===== config.mk =====
export PLATFORM = sky130hd
export DESIGN_NAME = windowed_stats_adaptive_threshold_flat
export DESIGN_NICKNAME = d
export VERILOG_FILES = /design/src/hdl/wsat_pkg.sv /design/src/hdl/wsat_if.sv /design/src/hdl/wsat_front.sv /design/src/hdl/wsat_fifo.sv /design/src/hdl/wsat_back.sv /design/src/hdl/windowed_stats_adaptive_threshold.sv /design/src/flat_wrapper.sv
export SDC_FILE = /design/constraint.sdc
export NUM_CORES = 2
export LEC_CHECK = 0
export BUFFER_PORTS_ARGS = -buffer_cell sky130_fd_sc_hd__buf_2
export CORE_MARGIN = 1
export CORE_UTILIZATION = 50
export DETAILED_ROUTE_END_ITERATION = 10
export GPL_TIMING_DRIVEN = 0
export PLACE_DENSITY = 0.75
export SYNTH_ARGS = -nofsm -noshare
export SYNTH_HDL_FRONTEND = slang
export SYNTH_HIERARCHICAL = 1
export SYNTH_SLANG_ARGS = --single-unit

===== constraint.sdc =====
create_clock -name clock -period 12.35 [get_ports clock]
set_input_delay 1.235 -clock clock [delete_from_list [all_inputs] [get_ports clock]]
set_output_delay 1.235 -clock clock [all_outputs]
set_load 0.005 [all_outputs]

===== src/hdl/wsat_pkg.sv =====
`timescale 1ns / 1ps
package wsat_pkg;
   localparam int NUM_REGS = 6;
   localparam logic [2:0] REG_W_PRESSURE = 3'd0;
   localparam logic [2:0] REG_W_VELOCITY = 3'd1;
   localparam logic [2:0] REG_W_SPREAD   = 3'd2;
   localparam logic [2:0] REG_W_DPRESS   = 3'd3;
   localparam logic [2:0] REG_W_DVEL     = 3'd4;
   localparam logic [2:0] REG_SIGMA      = 3'd5;
   localparam logic [15:0] WEIGHT_RESET  = 16'd819;
   localparam logic [15:0] SIGMA_RESET   = 16'd8192;
   localparam logic [12:0] ONE_Q12       = 13'd4096;
   localparam logic [15:0] THRESH_FLOOR  = 16'd819;

   typedef struct packed {
      logic signed [15:0] feat_pressure;
      logic signed [15:0] feat_velocity;
      logic signed [15:0] feat_spread;
      logic signed [15:0] feat_delta_pressure;
      logic signed [15:0] feat_delta_velocity;
   } req_type;

   typedef struct packed {
      logic [12:0] fused_index;
      logic [12:0] window_mean;
      logic [11:0] window_stddev;
      logic [15:0] alarm_threshold;
   } rsp_type;

   typedef struct packed {
      logic signed [15:0] w0;
      logic signed [15:0] w1;
      logic signed [15:0] w2;
      logic signed [15:0] w3;
      logic signed [15:0] w4;
      logic [15:0]        sigma;
   } cfg_type;
endpackage


===== src/hdl/wsat_if.sv =====
`timescale 1ns / 1ps
interface wsat_if #(parameter int W = 8) ();
   logic         valid;
   logic         ready;
   logic [W-1:0] data;
   modport source (output valid, output data, input ready);
   modport sink (input valid, input data, output ready);
endinterface


===== src/hdl/wsat_front.sv =====
`timescale 1ns / 1ps
module wsat_front import wsat_pkg::*; (
   input  logic     clock,
   input  logic     reset,
   input  cfg_type  cfg,
   input  logic     req_valid,
   output logic     req_ready,
   input  req_type  req_data,
   output logic     q_valid,
   input  logic     q_ready,
   output logic [12:0] q_sample
);
   typedef enum logic [1:0] {F_IDLE, F_MUL, F_OUT} fstate_type;
   fstate_type state_ff;
   logic [2:0] idx_ff;
   logic signed [35:0] acc_ff;
   logic signed [31:0] prod_ff;
   logic prod_v_ff;
   req_type item_ff;
   logic [12:0] sample_ff;
   logic signed [15:0] wsel, fsel;
   logic signed [35:0] acc_in;

   always_comb begin
      case (idx_ff)
         REG_W_PRESSURE: begin wsel = cfg.w0; fsel = item_ff.feat_pressure; end
         REG_W_VELOCITY: begin wsel = cfg.w1; fsel = item_ff.feat_velocity; end
         REG_W_SPREAD:   begin wsel = cfg.w2; fsel = item_ff.feat_spread; end
         REG_W_DPRESS:   begin wsel = cfg.w3; fsel = item_ff.feat_delta_pressure; end
         default:        begin wsel = cfg.w4; fsel = item_ff.feat_delta_velocity; end
      endcase
      acc_in = acc_ff + 36'(prod_ff);
   end

   assign req_ready = (state_ff == F_IDLE);
   assign q_valid = (state_ff == F_OUT);
   assign q_sample = sample_ff;

   always_ff @(posedge clock) begin
      if (reset) begin
         state_ff <= F_IDLE;
         idx_ff <= '0;
         prod_v_ff <= 1'b0;
      end else begin
         case (state_ff)
            F_IDLE: if (req_valid) begin
               item_ff <= req_data;
               idx_ff <= '0;
               acc_ff <= '0;
               prod_v_ff <= 1'b0;
               state_ff <= F_MUL;
            end
            F_MUL: begin
               if (prod_v_ff) acc_ff <= acc_in;
               if (idx_ff <= REG_W_DVEL) begin
                  prod_ff <= wsel * fsel;
                  prod_v_ff <= 1'b1;
                  idx_ff <= idx_ff + 3'd1;
               end else begin
                  prod_v_ff <= 1'b0;
                  if (acc_in < 0) sample_ff <= '0;
                  else if (acc_in[35:12] > 24'(ONE_Q12)) sample_ff <= ONE_Q12;
                  else sample_ff <= acc_in[24:12];
                  state_ff <= F_OUT;
               end
            end
            F_OUT: if (q_ready) state_ff <= F_IDLE;
            default: state_ff <= F_IDLE;
         endcase
      end
   end
endmodule


===== src/hdl/wsat_fifo.sv =====
`timescale 1ns / 1ps
module wsat_fifo (
   input  logic        clock,
   input  logic        reset,
   input  logic        in_valid,
   output logic        in_ready,
   input  logic [12:0] in_data,
   output logic        out_valid,
   input  logic        out_ready,
   output logic [12:0] out_data
);
   logic [12:0] mem_ff [2];
   logic wp_ff, rp_ff;
   logic [1:0] cnt_ff;
   logic push, pop;
   assign in_ready = (cnt_ff != 2'd2);
   assign out_valid = (cnt_ff != 2'd0);
   assign out_data = mem_ff[rp_ff];
   assign push = in_valid && in_ready;
   assign pop = out_valid && out_ready;
   always_ff @(posedge clock) begin
      if (push) mem_ff[wp_ff] <= in_data;
      if (reset) begin
         wp_ff <= 1'b0;
         rp_ff <= 1'b0;
         cnt_ff <= '0;
      end else begin
         if (push) wp_ff <= ~wp_ff;
         if (pop) rp_ff <= ~rp_ff;
         cnt_ff <= cnt_ff + 2'(push) - 2'(pop);
      end
   end
endmodule


===== src/hdl/wsat_back.sv =====
`timescale 1ns / 1ps
module wsat_back import wsat_pkg::*; #(
   parameter int WINDOW_DEPTH = 16
) (
   input  logic        clock,
   input  logic        reset,
   input  logic [15:0] sigma,
   input  logic        q_valid,
   output logic        q_ready,
   input  logic [12:0] q_sample,
   output logic        rsp_valid,
   input  logic        rsp_ready,
   output rsp_type     rsp_data
);
   localparam int AW = (WINDOW_DEPTH > 1) ? $clog2(WINDOW_DEPTH) : 1;
   localparam int CW = $clog2(WINDOW_DEPTH + 1);
   localparam int SW = 13 + CW;
   localparam int QW = 26 + CW;
   localparam int NW = QW + CW;
   localparam int VW = 2 * SW;
   localparam int BW = $clog2(VW + 1);
   localparam int RB = 12;

   typedef enum logic [2:0] {B_IDLE, B_WRITE, B_SCAN, B_DIVM, B_DIVV, B_SQRT, B_THR, B_OUT}
      bstate_type;
   bstate_type state_ff;

   logic [12:0] win_mem [WINDOW_DEPTH];
   logic [12:0] rd_ff;
   logic [AW-1:0] slot_ff;
   logic filled_ff;
   logic [CW-1:0] count_ff, scan_ff;
   logic rd_v_ff;
   logic [12:0] sample_ff;
   logic [SW-1:0] sum_ff;
   logic [QW-1:0] sumsq_ff;
   logic [VW-1:0] num_ff;
   logic [VW-1:0] rem_ff;
   logic [VW-1:0] quo_ff;
   logic [VW-1:0] den_ff;
   logic [BW-1:0] bit_ff;
   logic [12:0] mean_ff;
   logic [11:0] var_root_ff;
   logic [23:0] sq_rem_ff;
   logic [23:0] sq_val_ff;
   logic [12:0] sq_res_ff;
   logic [3:0] sq_i_ff;
   logic [27:0] kprod_ff;
   logic [15:0] thr_ff;
   logic [VW-1:0] rem_sh;
   logic [25:0] sq_try;
   logic [25:0] sq_rem_sh;
   logic [16:0] thr_sum;

   always_comb begin
      rem_sh = {rem_ff[VW-2:0], num_ff[VW-1]};
      sq_rem_sh = {sq_rem_ff, sq_val_ff[23:22]};
      sq_try = {11'd0, sq_res_ff, 2'b01};
      thr_sum = 17'(mean_ff) + 17'(kprod_ff[27:12]);
   end

   assign q_ready = (state_ff == B_IDLE);
   assign rsp_valid = (state_ff == B_OUT);
   assign rsp_data = '{fused_index: sample_ff, window_mean: mean_ff,
                       window_stddev: var_root_ff, alarm_threshold: thr_ff};

   always_ff @(posedge clock) begin
      if (state_ff == B_WRITE) win_mem[slot_ff] <= sample_ff;
      rd_ff <= win_mem[scan_ff[AW-1:0]];
   end

   always_ff @(posedge clock) begin
      if (reset) begin
         state_ff <= B_IDLE;
         slot_ff <= '0;
         filled_ff <= 1'b0;
         rd_v_ff <= 1'b0;
      end else begin
         case (state_ff)
            B_IDLE: if (q_valid) begin
               sample_ff <= q_sample;
               state_ff <= B_WRITE;
            end
            B_WRITE: begin
               count_ff <= filled_ff ? CW'(WINDOW_DEPTH) : CW'(slot_ff) + CW'(1);
               if (32'(slot_ff) == WINDOW_DEPTH - 1) begin
                  slot_ff <= '0;
                  filled_ff <= 1'b1;
               end else begin
                  slot_ff <= slot_ff + AW'(1);
               end
               scan_ff <= '0;
               sum_ff <= '0;
               sumsq_ff <= '0;
               rd_v_ff <= 1'b0;
               state_ff <= B_SCAN;
            end
            B_SCAN: begin
               if (rd_v_ff) begin
                  sum_ff <= sum_ff + SW'(rd_ff);
                  sumsq_ff <= sumsq_ff + QW'(rd_ff * rd_ff);
               end
               if (scan_ff < count_ff) begin
                  scan_ff <= scan_ff + CW'(1);
                  rd_v_ff <= 1'b1;
               end else if (rd_v_ff) begin
                  rd_v_ff <= 1'b0;
               end else begin
                  num_ff <= VW'(sum_ff);
                  den_ff <= VW'(count_ff);
                  rem_ff <= '0;
                  quo_ff <= '0;
                  bit_ff <= '0;
                  state_ff <= B_DIVM;
               end
            end
            B_DIVM, B_DIVV: begin
               if (32'(bit_ff) < VW) begin
                  num_ff <= num_ff << 1;
                  bit_ff <= bit_ff + BW'(1);
                  if (rem_sh >= den_ff) begin
                     rem_ff <= rem_sh - den_ff;
                     quo_ff <= {quo_ff[VW-2:0], 1'b1};
                  end else begin
                     rem_ff <= rem_sh;
                     quo_ff <= {quo_ff[VW-2:0], 1'b0};
                  end
               end else if (state_ff == B_DIVM) begin
                  mean_ff <= quo_ff[12:0];
                  num_ff <= VW'(NW'(count_ff) * NW'(sumsq_ff)) - VW'(sum_ff * sum_ff);
                  den_ff <= VW'(count_ff * count_ff);
                  rem_ff <= '0;
                  quo_ff <= '0;
                  bit_ff <= '0;
                  state_ff <= B_DIVV;
               end else begin
                  sq_val_ff <= quo_ff[23:0];
                  sq_rem_ff <= '0;
                  sq_res_ff <= '0;
                  sq_i_ff <= '0;
                  state_ff <= B_SQRT;
               end
            end
            B_SQRT: begin
               if (sq_i_ff < 4'(RB)) begin
                  sq_val_ff <= sq_val_ff << 2;
                  sq_i_ff <= sq_i_ff + 4'd1;
                  if (sq_rem_sh >= sq_try) begin
                     sq_rem_ff <= 24'(sq_rem_sh - sq_try);
                     sq_res_ff <= {sq_res_ff[11:0], 1'b1};
                  end else begin
                     sq_rem_ff <= sq_rem_sh[23:0];
                     sq_res_ff <= {sq_res_ff[11:0], 1'b0};
                  end
               end else begin
                  var_root_ff <= sq_res_ff[11:0];
                  kprod_ff <= sigma * sq_res_ff[11:0];
                  state_ff <= B_THR;
               end
            end
            B_THR: begin
               if (thr_sum[16]) thr_ff <= 16'hFFFF;
               else if (thr_sum[15:0] < THRESH_FLOOR) thr_ff <= THRESH_FLOOR;
               else thr_ff <= thr_sum[15:0];
               state_ff <= B_OUT;
            end
            B_OUT: if (rsp_ready) state_ff <= B_IDLE;
            default: state_ff <= B_IDLE;
         endcase
      end
   end
endmodule


===== src/hdl/windowed_stats_adaptive_threshold.sv =====
`timescale 1ns / 1ps
// channel   direction  payload
// req       in         five signed Q3.12 features
// rsp       out        fused_index, window_mean, window_stddev, alarm_threshold
// csr       in         write enable, index 0..5, 16-bit data
// In the back end, a request passes through the window scan, the two bit-serial
// dividers, the square root and the threshold step. The front end does the five
// multiply-adds serially; a 2-entry queue separates it from the back end. Reset is
// synchronous; it clears control state and loads the register reset values, not
// the datapath registers. Either side may stall; a result holds until taken.
module windowed_stats_adaptive_threshold import wsat_pkg::*; #(
   parameter int WINDOW_DEPTH = 16
) (
   input  logic        clock,
   input  logic        reset,
   wsat_if.sink        req,
   wsat_if.source      rsp,
   input  logic        csr_write,
   input  logic [2:0]  csr_index,
   input  logic [15:0] csr_data
);
   cfg_type cfg_ff;
   logic fq_valid, fq_ready, bq_valid, bq_ready;
   logic [12:0] fq_data, bq_data;
   rsp_type rsp_word;

   always_ff @(posedge clock) begin
      if (reset) begin
         cfg_ff <= '{w0: WEIGHT_RESET, w1: WEIGHT_RESET, w2: WEIGHT_RESET,
                     w3: WEIGHT_RESET, w4: WEIGHT_RESET, sigma: SIGMA_RESET};
      end else if (csr_write) begin
         case (csr_index)
            REG_W_PRESSURE: cfg_ff.w0 <= csr_data;
            REG_W_VELOCITY: cfg_ff.w1 <= csr_data;
            REG_W_SPREAD:   cfg_ff.w2 <= csr_data;
            REG_W_DPRESS:   cfg_ff.w3 <= csr_data;
            REG_W_DVEL:     cfg_ff.w4 <= csr_data;
            REG_SIGMA:      cfg_ff.sigma <= csr_data;
            default: ;
         endcase
      end
   end

   wsat_front u_front (.clock, .reset, .cfg(cfg_ff), .req_valid(req.valid),
      .req_ready(req.ready), .req_data(req_type'(req.data)), .q_valid(fq_valid),
      .q_ready(fq_ready), .q_sample(fq_data));

   wsat_fifo u_fifo (.clock, .reset, .in_valid(fq_valid), .in_ready(fq_ready),
      .in_data(fq_data), .out_valid(bq_valid), .out_ready(bq_ready), .out_data(bq_data));

   wsat_back #(.WINDOW_DEPTH(WINDOW_DEPTH)) u_back (.clock, .reset, .sigma(cfg_ff.sigma),
      .q_valid(bq_valid), .q_ready(bq_ready), .q_sample(bq_data),
      .rsp_valid(rsp.valid), .rsp_ready(rsp.ready), .rsp_data(rsp_word));

   assign rsp.data = rsp_word;
endmodule


===== src/flat_wrapper.sv =====
// flat-port wrapper written by rule: the top's interface ports become plain ports
module windowed_stats_adaptive_threshold_flat import wsat_pkg::*;
#(
   parameter int WINDOW_DEPTH = 16
)
  (clock, reset, csr_write, csr_index, csr_data, req_valid, req_data, req_ready, rsp_valid, rsp_data, rsp_ready);
  wsat_if #(.W($bits(req_type))) req_i ();
  wsat_if #(.W($bits(rsp_type))) rsp_i ();
  input  logic clock;
  input  logic reset;
  input  logic csr_write;
  input  logic [2:0] csr_index;
  input  logic [15:0] csr_data;
  input wire logic [$bits(req_i.valid)-1:0] req_valid;
  input wire logic [$bits(req_i.data)-1:0] req_data;
  output wire logic [$bits(req_i.ready)-1:0] req_ready;
  output wire logic [$bits(rsp_i.valid)-1:0] rsp_valid;
  output wire logic [$bits(rsp_i.data)-1:0] rsp_data;
  input wire logic [$bits(rsp_i.ready)-1:0] rsp_ready;
  assign req_i.valid = req_valid;
  assign req_i.data = req_data;
  assign req_ready = req_i.ready;
  assign rsp_valid = rsp_i.valid;
  assign rsp_data = rsp_i.data;
  assign rsp_i.ready = rsp_ready;
  windowed_stats_adaptive_threshold #(.WINDOW_DEPTH(WINDOW_DEPTH)) u_core (.clock(clock), .reset(reset), .req(req_i), .rsp(rsp_i), .csr_write(csr_write), .csr_index(csr_index), .csr_data(csr_data));
endmodule

Yosys cells after proc, flatten, opt, wreduce, memory -nomap -nowiden

Memories as Yosys holds them, arrays and structs flattened. A register that Yosys moved wholly into a read port is not among the register bits.
Index checks and enable logic that the tools add are counted.

Add/subtract/negate cells: 15
Multiply operators: 6
Order comparisons: 9
Equality and inequality tests: 36
Multiplexer cells: 80
Bitwise operators: 6
Reductions and logical operators: 39

Operators with widths:

| kind                | number |
|---|---|
| $mux 36             | 10 |
| $pmux 36 s2         | 3 |
| $mux 24             | 8 |
| $mux 35             | 5 |
| $pmux 24 s2         | 3 |
| $pmux 16 s4         | 2 |
| $pmux 35 s2         | 1 |
| $pmux 31 s2         | 1 |
| $mux 13             | 4 |
| $add 36x32->36      | 1 |
| $ge 36x36->1        | 1 |
| $lt 36x1->1 const B | 1 |
| $mul 18x18->36      | 1 |
| $mul 5x31->36       | 1 |
| $pmux 18 s2         | 1 |
| $sub 36x36->36      | 1 |
| $sub 35x35->35      | 1 |
| $mul 16x16->32      | 1 |
| $add 31x26->31      | 1 |
| $mux 31             | 1 |
| $ne 2x2->1 const B  | 15 |
| $mul 16x12->28      | 1 |
| $reduce_and 3->1    | 9 |
| $ge 26x15->1        | 1 |
| 52 further kinds    | 117 |

Bits in registers: 606
Memory bits (writable): 234
Input port bits: 104
Memories: 2

Memory list:

| name                  | depth | bits a word | rd ports | clocked after Yosys merged registers in | write ports | RTL line        | source |
|---|---|---|---|---|---|---|---|
| u_core.u_back.win_mem | 16    | 13          | 1        | 1                                       | 1           | wsat_back.sv:28 | `logic [12:0] win_mem [WINDOW_DEPTH];` |
| u_core.u_fifo.mem_ff  | 2     | 13          | 1        | 1                                       | 1           | wsat_fifo.sv:12 | `logic [12:0] mem_ff [2];` |

Depth between registers and ports, before layout

Depth in word-level cells: 5
Gate-level depth with buffers: 32
Depth with buffers taken out: 30

Cells and area by module

The synthesis kept the hierarchy.

By module, submodules not included:

| module                            | instances | cells an instance | area an instance (um^2) | seq. area each (um^2) |
|---|---|---|---|---|
| wsat_back                         | 1         | 4542              | 48839.3                 | 15845.2 |
| wsat_front                        | 1         | 1832              | 18484.0                 | 4954.8 |
| windowed_stats_adaptive_threshold | 1         | 344               | 3734.8                  | 1921.8 |
| wsat_fifo                         | 1         | 64                | 1172.4                  | 880.8 |

Least setup slack after synthesis

No wires, ideal clock.

Path kind: input -> register
Start: input reset
End: register u_core.u_back.sq_i_ff[0], enable pin
Data arrival time: 7.668 ns
Required time: 11.702 ns
Setup slack: 4.034 ns
Stages on the path: 2
Path through: buf_1 > nor4_1

Word-level cells in the longest chain between the ends: 2

Ends and longest elaborated chain:

| element                           | RTL line           | source |
|---|---|---|
| start: declaration                | flat_wrapper.sv:10 | `input logic reset;` |
| $not 1->1 (no source line)        | n/a                |  |
| $reduce_and 5->1 (no source line) | n/a                |  |
| end signal: assignment            | wsat_back.sv:147   | `sq_i_ff <= sq_i_ff + 4'd1;` |
| end: declaration                  | wsat_back.sv:47    | `logic [3:0] sq_i_ff;` |

No other way between the ends.
A chain may end at the register's enable or synchronous reset.

Worst setup path after layout

Start: register u_core.u_front.idx_ff[0]
End: register u_core.u_front.prod_ff[28], data pin

Word-level cells in the longest chain between the ends: 3
Elaborated cells on any way between the ends: 7
Those cells by class: mul (1); eq/ne (3); mux (2); reduce/logical (1)

Ends and longest elaborated chain:

| element                            | RTL line         | source |
|---|---|---|
| start: declaration                 | wsat_front.sv:15 | `logic [2:0] idx_ff;` |
| start signal: assignment           | wsat_front.sv:58 | `idx_ff <= idx_ff + 3'd1;` |
| $eq 3x2->1 (tied with other cells) | wsat_front.sv:25 | `case (idx_ff)` |
| $pmux 16 s4                        | wsat_front.sv:25 |  |
| $mul 16x16->32 *                   | wsat_front.sv:56 | `prod_ff <= wsel * fsel;` |
| end signal: assignment             | wsat_front.sv:56 |  |
| end: declaration                   | wsat_front.sv:17 | `logic signed [31:0] prod_ff;` |

Mark *: on every way between the ends. The rest lies on a longest branch, timed or not.

==> metrics.cfg <==
[clock_network]
cts_hold_buf=0
worstSkewPairLatency_ns=0.70
path_clk_slew_ns=0.06
clock_sinks=829
cts_tree=yes
cts-root-buf=clkbuf_16
ctsHtreeMaxLevel=3
cts_resized=0
clk_path_buf_depth=3
cts_setup_buffers=0
cts_buffers=87

[layout]
fillers=12000
fin_nets=8537
syn_to_final_growth_pct=9.08
final_common_cell=inv_1
drive_above_1_share_pct=7.30
regArea_um2=23600
final_cell_mix=1160 x inv_1, 910 x fa_1, 700 x edfxtp_1
multi_input_area_um2=43300

[hold_path]
worstHoldPathType=reg2reg

[flow_run]
maxCapViolCount=0

[timing]
finalClockSkew_ns=0.0200
rsz0062_at_grt=no
hold_viol=0
period_minus_slack_ns=9.69
max_slew_margin_pct=10.2
drv_slew=0
fmax_mhz=103
setup_viol=0
worst_slew_pin_slew_ns=1.31
finalSetupTns_ns=0
fin_ws_ns=2.66
period_share_pct=78.4

[die]
die_w_um=382
start_util_pct=50.3
coreArea_um2=143000
die-area_um2=146000
rows=139
boundaryPins=160
die_h_um=382

[drt]
ant_nets=0
drtPass1Iterations=6
dr_total_vias=50100
initialDrtViolationCount=3807
via_per_inst=5.55
wl_mm=177
wire_per_inst_um=19.6
drcViolationCount=0

[worst_setup_path]
cp_slowest_stage_delay_ns=1.00
slowest_stage=mux2i_1
critPathCaptureType=register
critical_path_class=reg2reg
crit_fanout=10
cp.required_ns=12.79
critPathArrivalTime_ns=10.13
start_kind=register
path_common_cell=fa_1

[global_route]
antenna_found_initial=4
grt_max_degree=35
grt_first_pass_wirelength_mm=284
grt_pass1_vias=52900
gr-usage-all-layers_pct=24.8
grt_remaining_overflow=0

[logic_synthesis]
yosys_warnings=6
muxShareOfSynthArea_pct=4.50
mappedNetlistNets=8260
async_reset_ff_share_pct=0
synth-xor-area-share_pct=2.83
netlist.area_leader.share_pct=29.1
yosysTopAreaCell=edfxtp_1
ys_types=104
synth_fa_ha_area_share_pct=33.3
synth_compound_gate_area_share_pct=6.51
netlist_area_um2=72200
ys_ff_latch=829
synth_edf_count=700
ys_seq_area_share_pct=32.7
synth_area_leaders=edfxtp_1 29%, fa_1 25%, ha_1 8.0%
synth_top_family_by_area=adder cells
synth.avg_cell_area_um2=10.7
synthFlopType=edfxtp_1
synthCells=6782
synth-simple-area-share_pct=12.7

[placed_design]
numPortBuffers=159
place_ws_ns=2.79
dp_hpwl_mm=139
gp_congestion=0.966

[outcome]
outcome=finished, final reports clean

final cells by class:
class                      count  area share, %
multi-input combinational   4525           54.9
sequential                   829           30.0
inverter                    1159           5.52
tap                         1903           3.02
clock buffer                 106           2.96
timing repair buffer         188           1.45
buffer                       269           1.36
clock inverter                52          0.788
antenna                        5         0.0159
worst paths after layout:
kind | startpoint | to | slack, ns | cells after the start
setup / recovery | u_core/u_front/idx_ff[0] | u_core/u_front/prod_ff[28] | 2.66 | 29
hold / removal | u_core/u_front/q_sample[0] | u_core/u_fifo/mem_ff[0][0] | 0.44 | 0
setup reg to reg | u_core/u_front/idx_ff[0] | u_core/u_front/prod_ff[28] | 2.66 | 29
hold reg to reg | u_core/u_front/q_sample[0] | u_core/u_fifo/mem_ff[0][0] | 0.44 | 0
metrics by stage:
stage | util (%) | hold slack, ns | instances | instance area (um2)
CTS | 54.9 | 0.443 | 9031 | 78800
detailed placement | 52.8 | 0.430 | 8873 | 75800
finish | 54.9 | 0.443 | 9036 | 78800
floorplan | - | 0.421 | 6782 | 72200
global placement | 52.6 | 0.426 | 8844 | 75400
global route | 54.9 | 0.459 | 9032 | 78800
Yosys cell counts (69+ instances only):
master	count
inv_1	1159
fa_1	910
edfxtp_1	700
nand2_1	693
nor2_1	566
ha_1	464
clkbuf_1	225
and2_1	208
a21oi_1	198
mux2i_1	140
xnor2_1	136
dfxtp_1	129
nand2b_1	127
o21ai_0	106
xor2_1	97
a21o_1	70
nand3_1	69
kinds of logic (layout without fill, tap and decap cells):
group | after synthesis | in the layout
flip-flops | 829 | 829
AND/OR/NAND/NOR | 1969 | 1969
adder cells (fa/ha/maj) | 1374 | 1374
buffers and inverters | 1428 | 1774
AO/OA/AOI/OAI | 709 | 709
multiplexers | 239 | 239
XOR/XNOR | 233 | 233
other | 1 | 6
flip-flops by register name (all words and copies together), names as in the netlist, 26 cells and up, named ones only:
signal	count
u_core/u_back/sumsq_ff	31
u_core/u_back/win_mem	208
u_core/u_back/num_ff	36
u_core/u_fifo/mem_ff	26
u_core/u_front/item_ff	80
u_core/cfg_ff	96
u_core/u_back/rem_ff	35
u_core/u_front/prod_ff	32
u_core/u_front/acc_ff	36
per-layer routing:
layer / global-route usage (%) / up-vias / part of all wire (%) / wire [um]
met1: 31.7 / 25100 / 40 / 70400
met2: 42.1 / 1946 / 49 / 86700
met5: 0 / - / 0.0073 / 13
li1: - / 22600 / - / -
met4: 10.7 / 2 / 4.5 / 7940
met3: 3.51 / 443 / 6.9 / 12300
worst max-delay path: cells and delay by family (launching register included):
family,cells,cell delay (ns)
fa+ha+maj,8,3.69
xor+xnor,1,0.08
flops,1,0.42
simple gates,3,0.75
mux,1,1.00
buf+inv,8,1.74
compound gates,8,1.73
Power is not shown: default switching activity piles up to over one toggle a cycle in this logic, so the estimate is an artifact.
